<file path="config.mk">
export PLATFORM = sky130hd
export DESIGN_NAME = chm_ctrl
export DESIGN_NICKNAME = d
export VERILOG_FILES = /design/src/rtl/chained_hash_map_top_macros.svh /design/src/rtl/chm_pkg.sv /design/src/rtl/chm_ctrl.sv
export SDC_FILE = /design/constraint.sdc
export NUM_CORES = 1
export LEC_CHECK = 0
export BUFFER_PORTS_ARGS = -buffer_cell sky130_fd_sc_hd__buf_2
export CORE_UTILIZATION = 29
export CTS_CLUSTER_DIAMETER = 50
export CTS_CLUSTER_SIZE = 28
export DETAILED_ROUTE_END_ITERATION = 16
export PLACE_DENSITY = 0.55
export SKIP_CTS_REPAIR_TIMING = 1
export SKIP_LAST_GASP = 1
export SYNTH_ARGS = -nofsm -noshare
export SYNTH_HDL_FRONTEND = slang
export SYNTH_SLANG_ARGS = --single-unit
</file>
<file path="constraint.sdc">
create_clock -name i_clk -period 1.1 [get_ports i_clk]
set_input_delay 0.165 -clock i_clk [delete_from_list [all_inputs] [get_ports i_clk]]
set_output_delay 0.165 -clock i_clk [all_outputs]
set_load 0.02 [all_outputs]
</file>
<file path="src/rtl/chained_hash_map_top_macros.svh">
// assertion macros for the chained hash map
`ifndef CHAINED_HASH_MAP_TOP_MACROS_SVH
`define CHAINED_HASH_MAP_TOP_MACROS_SVH
`ifndef SYNTHESIS
`define CHM_ASSERT_SAME(lbl, ante, cons) \
    lbl: assert property (@(posedge i_clk) disable iff (!i_rst_n) (ante) |-> (cons)) \
        else $error("chm check failed");
`define CHM_ASSERT_NEXT(lbl, ante, cons) \
    lbl: assert property (@(posedge i_clk) disable iff (!i_rst_n) (ante) |=> (cons)) \
        else $error("chm check failed");
`else
`define CHM_ASSERT_SAME(lbl, ante, cons)
`define CHM_ASSERT_NEXT(lbl, ante, cons)
`endif
`endif

</file>
<file path="src/rtl/chm_pkg.sv">
// shared constants, types and command structs of the chained hash map
`timescale 1ns / 1ps
package chm_pkg;
    localparam int BUCKETS      = 64;
    localparam int POOL_ENTRIES = 256;
    localparam int BUCKET_W     = $clog2(BUCKETS);
    localparam int IDX_W        = $clog2(POOL_ENTRIES);
    localparam int LINK_W       = IDX_W + 1;
    localparam int CFG_W        = 7;
    localparam int KEY_W        = 32;
    localparam int VAL_W        = 32;
    localparam int ITEM_W       = 9;
    localparam int GROUP        = 8;
    localparam int GROUPS       = POOL_ENTRIES / GROUP;
    localparam int GRP_W        = $clog2(GROUPS);
    localparam int SEL_W        = $clog2(GROUP);
    localparam int MCNT_W       = $clog2(KEY_W + 1);

    localparam logic [LINK_W-1:0] NIL_LINK = LINK_W'(POOL_ENTRIES);

    typedef enum logic [1:0] {MODE_ADD, MODE_DEL, MODE_GET, MODE_NOP} t_mode;
    typedef enum logic [1:0] {ST_OK, ST_DUP, ST_NOTFOUND, ST_FULL} t_status;

    typedef enum logic [2:0] {
        S_IDLE, S_DECODE, S_CALC, S_HEAD, S_PROBE, S_NODEW, S_TAIL, S_RESP
    } t_state;

    typedef struct packed {
        logic [1:0]       mode;
        logic [KEY_W-1:0] key;
        logic [VAL_W-1:0] value;
    } t_req;

    typedef struct packed {
        logic [1:0]        status;
        logic [VAL_W-1:0]  found_value;
        logic [ITEM_W-1:0] item_total;
    } t_rsp;

    typedef struct packed {
        logic    load;
        logic    start;
        logic    head_rd;
        logic    take_head;
        logic    step;
        logic    wr_node;
        logic    wr_tail;
        logic    unlink;
        logic    take_value;
        logic    rsp_load;
        t_status status;
    } t_cmd;

    typedef struct packed {
        logic  calc_done;
        logic  cur_nil;
        logic  key_hit;
        logic  full;
        logic  out_free;
        t_mode mode;
    } t_sts;
endpackage

</file>
<file path="src/rtl/chm_ctrl.sv">
// request sequencer state machine
`timescale 1ns / 1ps
module chm_ctrl (
    input  logic          i_clk,
    input  logic          i_rst_n,
    input  logic          i_req_valid,
    output logic          o_req_ready,
    input  chm_pkg::t_sts i_sts,
    output chm_pkg::t_cmd o_cmd
);
    import chm_pkg::*;

    t_state  r_state, n_state;
    t_status r_status, n_status;

    always_ff @(posedge i_clk) begin
        if (!i_rst_n) begin
            r_state  <= S_IDLE;
            r_status <= ST_OK;
        end else begin
            r_state  <= n_state;
            r_status <= n_status;
        end
    end

    always_comb begin
        n_state     = r_state;
        n_status    = r_status;
        o_cmd       = '0;
        o_cmd.status = r_status;
        o_req_ready = (r_state == S_IDLE);
        unique case (r_state)
            S_IDLE: begin
                if (i_req_valid) begin
                    o_cmd.load = 1'b1;
                    n_state    = S_DECODE;
                end
            end
            S_DECODE: begin
                if (i_sts.mode == MODE_NOP) begin
                    n_status = ST_OK;
                    n_state  = S_RESP;
                end else if (i_sts.mode == MODE_ADD && i_sts.full) begin
                    n_status = ST_FULL;
                    n_state  = S_RESP;
                end else begin
                    o_cmd.start = 1'b1;
                    n_state     = S_CALC;
                end
            end
            S_CALC: begin
                if (i_sts.calc_done) begin
                    o_cmd.head_rd = 1'b1;
                    n_state       = S_HEAD;
                end
            end
            S_HEAD: begin
                o_cmd.take_head = 1'b1;
                n_state         = S_PROBE;
            end
            S_PROBE: begin
                if (!i_sts.cur_nil) begin
                    n_state = S_NODEW;
                end else if (i_sts.mode == MODE_ADD) begin
                    o_cmd.wr_node = 1'b1;
                    n_state       = S_TAIL;
                end else begin
                    n_status = ST_NOTFOUND;
                    n_state  = S_RESP;
                end
            end
            S_NODEW: begin
                if (!i_sts.key_hit) begin
                    o_cmd.step = 1'b1;
                    n_state    = S_PROBE;
                end else begin
                    n_state = S_RESP;
                    unique case (i_sts.mode)
                        MODE_ADD: n_status = ST_DUP;
                        MODE_DEL: begin
                            o_cmd.unlink = 1'b1;
                            n_status     = ST_OK;
                        end
                        default: begin
                            o_cmd.take_value = 1'b1;
                            n_status         = ST_OK;
                        end
                    endcase
                end
            end
            S_TAIL: begin
                o_cmd.wr_tail = 1'b1;
                n_status      = ST_OK;
                n_state       = S_RESP;
            end
            S_RESP: begin
                if (i_sts.out_free) begin
                    o_cmd.rsp_load = 1'b1;
                    n_state        = S_IDLE;
                end
            end
            default: n_state = S_IDLE;
        endcase
    end
endmodule

</file>
==> results.txt, run 1 <==
The fraction of the core area covered by cells at the end of the flow was 0.665. The least setup slack across all paths after layout is -0.359 ns. The number of antenna violations at the first check in global routing is 0, and the depth of the worst register-to-register path is 5. The row count was 13.

For this run, the leading register cell type out of synthesis is sky130_fd_sc_hd__dfxtp_1. For the worst-case setup slack after placement, the log shows -0.230 ns. The logs give 398 um^2 for the combined area of the multi-input logic cells and 74 for the post-synth net total.

The endpoint kind of the worst setup timing path was an output port. TritonCTS built the clock tree. The sum of negative setup slack was -3.54 ns.

In this run the static leakage power is 0.439 nW. The startpoint identified for the worst register-to-register timing path is r_state[2]. The tools report the sequential-to-total area share from yosys stat as 0.227. Counting the fill cells in the layout gives 110. In this run the top signal layer used is met4.

Of all nets on the critical path, the largest fanout is 9. In this run, CTS created clock tree buffers numbering 3. The average wire per standard cell was 12.7 um. The most common cell in the netlist is sky130_fd_sc_hd__nor2_1. Async set-reset flop share out of synthesis: 0. The proportion of layout cells with a drive suffix above 1 works out to 0.610. The mapped netlist covers 442 um^2. Leaving out filler cells and counting taps, the final layout contains 120. Including well taps, the total number of placed cells is 109. The ratio of routed vias to standard cells came out at 4.90.

The tools report the deepest level of the CTS H-tree as 1. Sorting the synthesized cells by how often they occur yields sky130_fd_sc_hd__nor2_1, sky130_fd_sc_hd__a21oi_1, sky130_fd_sc_hd__dfxtp_1, sky130_fd_sc_hd__inv_1, sky130_fd_sc_hd__nand2_1. The part of the total power dissipated in the clock network was 0.150; the full die area was 0.00168 mm^2.

In the routed design, unresolved DRC markers number 0. The required time of the critical path came out at 0.94 ns. The number of search-and-repair iterations in the first detailed-routing pass is 4, and the number of endpoints failing setup at the final stage is 16.

For this design, the sink count on the clock tree is 5. The run finished, with violations left. The wire length the detailed router placed on met1 was 700 um; the number of input and output port buffers inserted was 22. The wire length of the first global-routing pass was 1880 um; the final period utilization was 1.33. The worst register-to-register path has a setup slack of -0.29 ns. Signed area change from the synthesized netlist to the final layout: 106%. The type of the worst setup path is flop to output port. The tools report the starting density of the core as 0.323. The number of antenna diodes in the final layout is 0. The mean post-synth cell area is 6.90 um^2, and the wire length on met3 is 62 um. Synthesis handed over a netlist of 64 instances. The logs give 23 for the number of design-rule violations left by the first detailed-router iteration and 0.24 ns for the clock latency on the worst-skew pair.

The via count was 588. The net count of the finished layout is 116. The run gives 0.00137 mm^2 as the core footprint. Across the routed clock network, the largest skew measured is 0.000672 ns.

The critical path ends at o_cmd[10]. The net switching share of the total power was 0.398; the design internal power was 0.868 mW. No sink is reached through more buffers than the 2 on the longest clock path. STA classifies the critical path startpoint as a flop. The overall fraction of global-route tracks in use was 0.168; the power density of the placed cells was 1590 mW/mm^2.

Summing all flip-flop and latch instances after layout gives 109 um^2. The tools report the number of global-route vias before repair as 475. Global routing finished with a remaining overflow of 0. The final critical delay including setup and external delays came out at 1.46 ns. IR analysis of the VDD net gives a maximum drop of 1.09 mV. After detailed routing, the total wire length is 1520 um.

After detailed placement, the total cell area comes to 711 um^2. Counting flops with a built-in enable in the synthesized netlist gives 0. Largest net degree at the start of global routing: 12. The worst hold path belongs to the class input pin to flop. Clock-pin slew was measured on the worst setup and hold paths at 0.05 ns. The checks that failed: negative setup slack. The worst flop-to-flop path endpoint was r_status[1]. After detailed routing, the met2 layer carries 751 um of wire. The I/O pin count is 23. The area share of the largest cell type after synthesis came out at 0.227. The run gives 0.806 as the worst relative slew slack. The vertical die dimension is 41.0 um, and the maximum operating frequency is 686 MHz.

For the count of final max-slew check failures, the log shows 0. The worst setup path startpoint was r_state[2]. Synthesis instantiated 25 different standard cells from the library. For the sequential group share of total power, the log shows 0.204. The pin slew with the least headroom to its limit is 0.288 ns, and the overall die width is 41.0 um. At the worst endpoint, the arrival time is 1.29 ns. The congestion estimate from routability-driven global placement came to 0.767.

Setup repair after global routing could not meet its margin everywhere. The total count of hold-check failures in the final report is 0. The number of register bits inferred by synthesis is 5, and the placed wire-length estimate is 1010 um.

The worst hold path passes through 2 cells. The finished cells cover 908 um^2. For this design the total switching power over the nets is 0.574 mW. Yosys attributes the largest share of cell area to sky130_fd_sc_hd__dfxtp_1, sky130_fd_sc_hd__nor2_1, sky130_fd_sc_hd__a21oi_1.

The logs give 0.647 for the fraction of power consumed by combinational cells and 0 for the remaining antenna violation count. For the number of violations of the max-capacitance limit, the log shows 0. Summed over all instances, the cell type with the most area after synthesis is sky130_fd_sc_hd__dfxtp_1. The tree is rooted in a sky130_fd_sc_hd__clkbuf_4.

The count of yosys warnings during synthesis came out at 0.
-- critical path, cell delays in order (launching register included) --
cell and delay (ns):
sky130_fd_sc_hd__dfxtp_2 0.33, sky130_fd_sc_hd__buf_4 0.16, sky130_fd_sc_hd__a2111o_1 0.38, sky130_fd_sc_hd__inv_2 0.06, sky130_fd_sc_hd__buf_4 0.12
-- power groups by stage --
stage,Combinational (mW),Clock [mW],Sequential [mW]
6_report,0.933,0.216,0.294
5_1_grt,1.01,0.229,0.300
4_1_cts,0.721,0.218,0.275
3_5_place_dp,0.719,0,0.277
3_3_place_gp,0.716,0,0.277
2_1_floorplan,0.463,0,0.303
-- through the flow --
stage	power, mW	hold slack (ns)
after floorplan	0.766	0.283
after global placement	0.992	0.446
after detailed placement	0.996	0.457
after CTS	1.21	0.207
after global routing	1.54	0.209
final	1.44	0.207
-- layer usage --
metal | global-route usage | up-vias
met5 | 0 | -
met4 | 0.0500 | 0
met3 | 0.0326 | 2
met2 | 0.293 | 16
met1 | 0.205 | 257
li1 | - | 313
-- worst min path at each step --
stage / from / end / slack, ns
2_1_floorplan: i_rst_n / r_state[2] / 0.28
3_3_place_gp: r_status[1] / r_status[1] / 0.45
3_5_place_dp: r_status[0] / r_status[0] / 0.46
4_1_cts: i_rst_n / r_state[0] / 0.21
5_1_grt: i_rst_n / r_state[0] / 0.21
6_report: i_rst_n / r_state[0] / 0.21
-- state kept, by name, summed over array words and instances, names as in the netlist --
name	flops
r_state	3
r_status	2
-- cell usage in the layout, fill, tap and decap left out, types with 2 or more instances in the layout --
master	synthesis	layout
sky130_fd_sc_hd__a21oi_1	6	6
sky130_fd_sc_hd__buf_2	4	11
sky130_fd_sc_hd__buf_4	0	19
sky130_fd_sc_hd__buf_6	0	8
sky130_fd_sc_hd__buf_8	0	2
sky130_fd_sc_hd__clkbuf_4	0	3
sky130_fd_sc_hd__dfxtp_1	5	2
sky130_fd_sc_hd__dfxtp_4	0	2
sky130_fd_sc_hd__inv_1	5	4
sky130_fd_sc_hd__mux2i_1	2	2
sky130_fd_sc_hd__nand2_1	5	3
sky130_fd_sc_hd__nor2_1	9	5
sky130_fd_sc_hd__nor2_4	0	3
sky130_fd_sc_hd__nor3_1	4	2
sky130_fd_sc_hd__o21ai_0	3	3
-- area by class of cell --
class                      count  share of cell area
multi-input combinational     50               0.438
timing repair buffer          41               0.372
tap                           15              0.0207
clock buffer                   4              0.0289
inverter                       5              0.0207
sequential                     5               0.120
-- kinds of logic (layout without fill, tap and decap cells) --
family,Yosys count,after routing,synth area share
AOI/OAI and AO/OA,16,16,0.246
buffers and inverters,9,50,0.0878
DFF,5,5,0.227
muxes,2,2,0.0453
and+or+nand+nor,32,32,0.394
No activity file was read; power rests on OpenSTA's default activity.
==> run 2, diff against run 1 <==
- ABC_AREA: not set -> 1
- BUFFER_PORTS_ARGS: -buffer_cell sky130_fd_sc_hd__buf_2 -> not set
- DONT_BUFFER_PORTS: not set -> 1
- PLACE_DENSITY: 0.55 -> 0.41
==> run 2 against run 1 <==
Net effect:
- the run ends with design-rule violations, negative setup slack left
- power is 58% higher
- largest cell class unchanged
- cell count is 13% higher
- maximum frequency is 4.6% higher
==> results.txt, run 2 <==
The count of yosys warnings during synthesis is 0. The logs give 17 for the distinct cell type count after synthesis and 2 for the remaining design rule violation count. Counting along the longest clock path gives a buffer depth of 2. The number of buffers added by the clock tree synthesis step was 3. The starting density of the core was 0.326.

Fill cells in the final layout number 168. The register with the most flip-flops in the layout has 3 of them. Setup violations remaining at the end of the flow were counted as 16. The register with the most flip-flops is r_state.

The met1 track demand over resource in global routing came out at 0.203. Endpoint of the worst hold path: r_state[1]. The signed area change from the synthesized netlist to the final layout came out at 62.8%.

Before antenna repair, the detailed router went through 10 iterations. The run gives 0 as the count of final max-slew check failures. After synthesis, the cell types taking the most area are sky130_fd_sc_hd__dfxtp_1, sky130_fd_sc_hd__nor2_1, sky130_fd_sc_hd__nand2_1.

Proportion of layout cells with a drive suffix above 1: 0.555. The source of the worst hold timing path is i_rst_n. The final critical delay including setup and external delays was 1.39 ns.

Clock latency on the worst-skew pair, taken at its later pin, is 0.25 ns. The worst setup path is launched from a flop. The depth of the worst register-to-register path came out at 9. For the final database, setup skew stands at 0.00497 ns. The floorplan step defined a die boundary enclosing 0.00195 mm^2. Final period utilization: 1.27.

The logs give 14 for the row count and 0.155 for the overall fraction of global-route tracks in use. By count the netlist is led by sky130_fd_sc_hd__nor2_1, sky130_fd_sc_hd__nand2_1, sky130_fd_sc_hd__inv_1. Across the run, the number of max-cap violations was 0. Setup repair after global routing could not meet its margin everywhere. For this design the static power due to leakage is 0.424 nW. The worst relative slew slack was 0.839; the number of synthesized flops with an enable pin was 0.

In the final layout, the registers with the most flip-flops are r_state x3, r_status x2. The first global-routing pass estimated 2260 um of wire. The run finished, with violations left.

The type of the worst setup path was flop to output port. The worst IR drop on VDD was 1.27 mV; the ratio of routed vias to standard cells was 4.75. The signal on the critical path passes through nand4_1 -> nor3_2 -> buf_4.

The most congested layer reported by global routing is met2. The remaining antenna violation count is 0. Counting instances, the worst hold path has a depth of 2. Vertical die dimension: 44.1 um.

The top cell types in the final layout, fill and taps aside, are sky130_fd_sc_hd__buf_4, sky130_fd_sc_hd__nand2_1, sky130_fd_sc_hd__nor2_1, sky130_fd_sc_hd__inv_1. In this run, the number of DRC markers left after iteration 0 of detailed routing was 18. STA classifies the critical path endpoint as an output port. After the flow finishes, the layout carries non-filler instances totaling 135. Power spread over the standard cell area amounts to 2720 mW/mm^2.

The largest net degree at the start of global routing came out at 10. The total count of hold-check failures in the final report is 0, and the number of register bits inferred by synthesis is 5. The largest single stage delay on the critical path is 0.40 ns.

The run gives 662 um^2 as the standard cell area after detailed placement. At the worst endpoint, the required time is 0.94 ns. After routing the design area is 837 um^2. The worst flop-to-flop path endpoint was r_state[2]. The mapped netlist covers 514 um^2. The largest fanout of any net on the critical path came out at 6. The total wirelength of the detailed-routed design is 1420 um, and the clock slew seen by the registers of the worst setup and hold paths is 0.05 ns. The async set-reset flop share out of synthesis was 0. A synthesized cell averages 5.71 um^2. Dividing the detail-routed wire length by the instance count gives 10.5 um. The number of global-route vias before repair came out at 544. The number of input and output port buffers inserted is 0, and the global routing met2 resource utilization is 0.244.

The maximum operating frequency was 717 MHz; the area share of the largest cell type after synthesis was 0.195. The logs give 1 for the deepest level of the CTS H-tree and 1140 um for the placed wire-length estimate. For the aggregate global routing overflow, the log shows 0.

The worst register-to-register path begins at r_state[1]. The path class of the lowest-slack min-delay path was input pin to flop. The total number of nets in the final design was 130. For this run, the leading register cell type out of synthesis is sky130_fd_sc_hd__dfxtp_1. The number of antenna violations at the first check in global routing came out at 0. Most common cell in the netlist: sky130_fd_sc_hd__nor2_1.

TritonCTS built the clock tree. In this run, placement finished with an instance count of 121. The number of antenna diodes in the final layout is 0. The TritonCTS sink count was 5. The largest total area in the synthesized netlist belongs to sky130_fd_sc_hd__dfxtp_1.

The global routing met3 resource utilization is 0.0531. Leaving out fill and tap cells, the most frequent cell in the layout is sky130_fd_sc_hd__buf_4. Pin placement for this block handled 23 I/O pins. At the pin with the least slew margin, the transition time is 0.242 ns.

For the worst setup path, the data arrival time is 1.23 ns. The floorplan step set the die width to 44.1 um. The final reports fail on design-rule violations, negative setup slack.

The completed layout was analyzed and its total power is 2.28 mW. The tools report the core footprint as 0.00158 mm^2. The slowest library cell on the worst path was sky130_fd_sc_hd__dfxtp_4.

The run gives -0.295 ns as the least setup slack across all paths after layout. Root buffer cell: sky130_fd_sc_hd__clkbuf_4. In the synthesized netlist, the number of instances is 90. At the end of routability-driven placement, the weighted congestion stood at 0.740. Across all layers, the routed design uses 641 vias.

The tools report the sequential-to-total area share from yosys stat as 0.195. For flop-to-flop paths, the worst setup slack is -0.11 ns. The post-synth net total came out at 100.
[run 2: cell types whose count changed after synthesis, moves of 4 or more]
cell / previous run / this run
sky130_fd_sc_hd__nand2_1: 5 / 15
sky130_fd_sc_hd__inv_1: 5 / 13
sky130_fd_sc_hd__nor2_1: 9 / 16
sky130_fd_sc_hd__nand3_1: 2 / 8
sky130_fd_sc_hd__nor2_2: 0 / 6
sky130_fd_sc_hd__nand2_2: 0 / 5
sky130_fd_sc_hd__buf_2: 4 / 0
sky130_fd_sc_hd__inv_2: 0 / 4
sky130_fd_sc_hd__nand4_1: 0 / 4
[run 2: critical path, delay by kind of cell (launching register included)]
kind | cells | cell delay (ns)
and+or+nand+nor | 2 | 0.42
buffers and inverters | 1 | 0.16
DFF | 1 | 0.40
[run 2: area by class of cell]
cell class / count / area, um^2 / share of cell area
multi-input combinational: 66 / 397 / 0.474
tap: 16 / 20.0 / 0.0239
timing repair buffer: 26 / 210 / 0.251
sequential: 5 / 109 / 0.130
inverter: 18 / 75.1 / 0.0897
clock buffer: 4 / 26.3 / 0.0314
[run 2: kinds of logic after synthesis]
group / count (synthesis) / share of synthesized area
buffers and inverters: 19 / 0.156
flip-flops: 5 / 0.195
AND/OR/NAND/NOR: 61 / 0.596
AO/OA/AOI/OAI: 5 / 0.0535
[run 2: worst max path at each step]
stage | endpoint | slack, ns | start
2_1_floorplan | o_cmd[3] | -0.06 | r_state[2]
3_3_place_gp | r_state[0] | -0.14 | r_state[2]
3_5_place_dp | o_cmd[2] | -0.15 | r_state[2]
4_1_cts | o_cmd[2] | -0.42 | r_state[2]
5_1_grt | o_cmd[4] | -0.36 | r_state[1]
6_report | o_cmd[4] | -0.29 | r_state[2]
[run 2: layer usage]
layer / vias up / part of all wire / wire length, um
met1: 279 / 0.44 / 628
met5: - / 0 / 0
met2: 20 / 0.49 / 700
met4: 0 / 0 / 0
li1: 342 / - / -
met3: 0 / 0.061 / 87
[run 2: per-stage QoR]
stage	hold WS [ns]	setup slack (ns)	util	TNS (ns)
after detailed placement	0.281	-0.153	0.420	-1.21
after global routing	0.0318	-0.363	0.531	-3.68
after floorplan	0.263	-0.0609	-	-0.110
final	0.0290	-0.295	0.531	-2.49
after global placement	0.276	-0.137	0.420	-1.02
after CTS	0.0244	-0.420	0.437	-4.07
[run 2: power by group]
| group | leakage (nW) | switching, mW | internal [mW] | total, mW |
|---|---|---|---|---|
| logic | 0.366 | 0.863 | 0.766 | 1.63 |
| clock network | 0.0150 | 0.0789 | 0.137 | 0.216 |
| registers | 0.0430 | 0.150 | 0.280 | 0.430 |
| total | 0.424 | 1.09 | 1.18 | 2.28 |
==> run 3, diff against run 2 <==
==> constraint.sdc (replaced) <==
create_clock -name i_clk -period 1.1 [get_ports i_clk]
set_input_delay 0.22 -clock i_clk [delete_from_list [all_inputs] [get_ports i_clk]]
set_output_delay 0.22 -clock i_clk [all_outputs]
set_load 0.02 [all_outputs]
==> run 3 against run 2 <==
Net effect:
- routed wire length increased by 5.4%
- critical path type unchanged
- die area unchanged
- critical path depth did not move
- first-iteration DRC count up 11%
- combinational power is 4% higher
- power is 3.9% higher
- cell count decreased by 3.7%
- final area grew 2.2%
- the flow still finishes with violations (design-rule violations, negative setup slack)
- register-to-register slack got worse by 0.03 ns
==> results.txt, run 3 (synthesis gave the netlist of run 2 again) <==
The setup path with the least slack is of type flop to output port. The starting density of the core is 0.326, and the via count is 627. The logs give 0 for the aggregate global routing overflow and -0.14 ns for the register-to-register setup slack. Data arrives at the worst endpoint at 1.12 ns. The tools report the weighted congestion at the end of routability-driven global placement as 0.829. More flip-flops sit in one register than any other, and that register is r_state.

The final critical delay including setup and external delays is 1.34 ns, and the required time of the critical path is 0.88 ns. The number of buffers added by the clock tree synthesis step is 3. Input and output buffers added on the ports amount to 0. The clock latency on the worst-skew pair was 0.25 ns; the flip-flop count of the largest register after layout was 3. The logs give 1 for the deepest level of the CTS H-tree and 0 for the count of final max-slew check failures.

For this run, the post-layout net count is 125. 0 antenna diodes ended up in the layout. The tools report the wire length of the first global-routing pass as 2120 um.

The clock slew seen by the registers of the worst setup and hold paths is 0.04 ns. Row generation in the floorplan step produced 14 rows. In the routed layout, each cell is associated on average with a via count of 4.82. Remaining antenna violation count: 0. The final reports fail on design-rule violations, negative setup slack.

TritonCTS built the clock tree. After routing the design area is 856 um^2. STA classifies the critical path startpoint as a flop. The total area inside the core boundary comes to 0.00158 mm^2.

Dividing total power by cell area gives a power density of 2760 mW/mm^2. Vertical die dimension: 44.1 um. The number of search-and-repair iterations in the first detailed-routing pass is 12, and the standard cell area after detailed placement is 654 um^2.

The number of global-route vias before repair came out at 493. Across all hold checks on the routed design, the worst slack comes to 0.0760 ns. The floorplan step defined a die boundary enclosing 0.00195 mm^2. The worst setup path is captured at an output port. No sink is reached through more buffers than the 2 on the longest clock path.

The run gives 1490 um as the total wirelength of the detailed-routed design. Before CTS, the worst setup slack after placement is -0.180 ns. The proportion of layout cells with a drive suffix above 1 was 0.588.

Entering global routing, the biggest net connects 11 pins. The tools report the number of antenna violations at the first check in global routing as 0. After the first detailed-routing iteration, the DRC count stood at 20. The run finished, with violations left. Remaining design rule violation count: 1. The library cells used most frequently in the layout, excluding fill and tap cells, are sky130_fd_sc_hd__buf_4, sky130_fd_sc_hd__nand2_1, sky130_fd_sc_hd__inv_1, sky130_fd_sc_hd__nor2_1, sky130_fd_sc_hd__nor2_2.

Across the VDD grid, the largest voltage drop is 1.36 mV. Relative to the synthesized area, the layout overhead comes to 66.4%. Path class of the lowest-slack min-delay path: input pin to flop. At the pin with the least slew margin, the transition time is 0.266 ns. Setup repair after global routing could not meet its margin everywhere. For the final routed database, the setup TNS stands at -2.63 ns. The overall fraction of global-route tracks in use came out at 0.147. The tools report the worst relative slew slack as 0.823. The final period utilization came out at 1.22. The I/O pin count was 23; the leakage power total was 0.420 nW.

The logs give 744 MHz for the maximum operating frequency and 5 for the TritonCTS sink count. After detailed routing, the average wire length per cell comes to 11.5 um. In the final layout, the registers with the most flip-flops are r_state x3, r_status x2. Across the run, the number of max-cap violations was 0. For the final database, setup skew stands at 0.00158 ns. The largest fanout of any net on the critical path is 7.

Total count of hold-check failures in the final report: 0. The least setup slack across all paths after layout came out at -0.243 ns. The root buffer cell chosen for the clock tree is sky130_fd_sc_hd__clkbuf_4. The most frequent standard cell in the layout excluding fill and tap cells was sky130_fd_sc_hd__buf_4. Setup violations remaining at the end of the flow were counted as 16. From left edge to right edge, the die measures 44.1 um. The total power consumption of the routed design is 2.36 mW, and the placed wire-length estimate is 1120 um.
## run 3: worst paths after layout
kind,endpoint,cells past startpoint,from
worst min register to register,r_status[1],2,r_status[1]
worst max register to register,r_status[0],9,r_state[2]
worst min-delay path,r_state[1],2,i_rst_n
worst max-delay path,o_cmd[4],3,r_state[0]
## run 3: through the flow
step / utilization / cells
after detailed placement: 0.415 / 118
after global placement: 0.415 / 118
final: 0.543 / 130
after CTS: 0.432 / 122
after floorplan: - / 90
after global routing: 0.543 / 130
## run 3: power breakdown
group | leakage (nW) | switching [mW] | total, mW | internal, mW
sequential | 0.0433 | 0.162 | 0.450 | 0.288
clock | 0.0150 | 0.0833 | 0.221 | 0.138
combinational | 0.362 | 0.941 | 1.69 | 0.752
## run 3: area by class of cell
cell class / instances / area [um^2]
inverters: 18 / 75.1
multi-input cells: 66 / 438
flip-flops and latches: 5 / 111
repair buffers: 21 / 185
clock buffers: 4 / 26.3
fillers: 163 / 721
well taps: 16 / 20.0
## run 3: critical path, cell delays in order, from the launching register on
cell	delay (ns)
sky130_fd_sc_hd__dfxtp_4	0.41
sky130_fd_sc_hd__nand4_1	0.17
sky130_fd_sc_hd__nor3_2	0.13
sky130_fd_sc_hd__buf_4	0.16
## run 3: routing by layer
metal / vias up / track usage / wire length (um)
li1: 332 / - / -
met1: 271 / 0.207 / 651
met2: 24 / 0.200 / 752
met3: 0 / 0.0694 / 89
met4: 0 / 0.0364 / 0
met5: - / 0 / 0
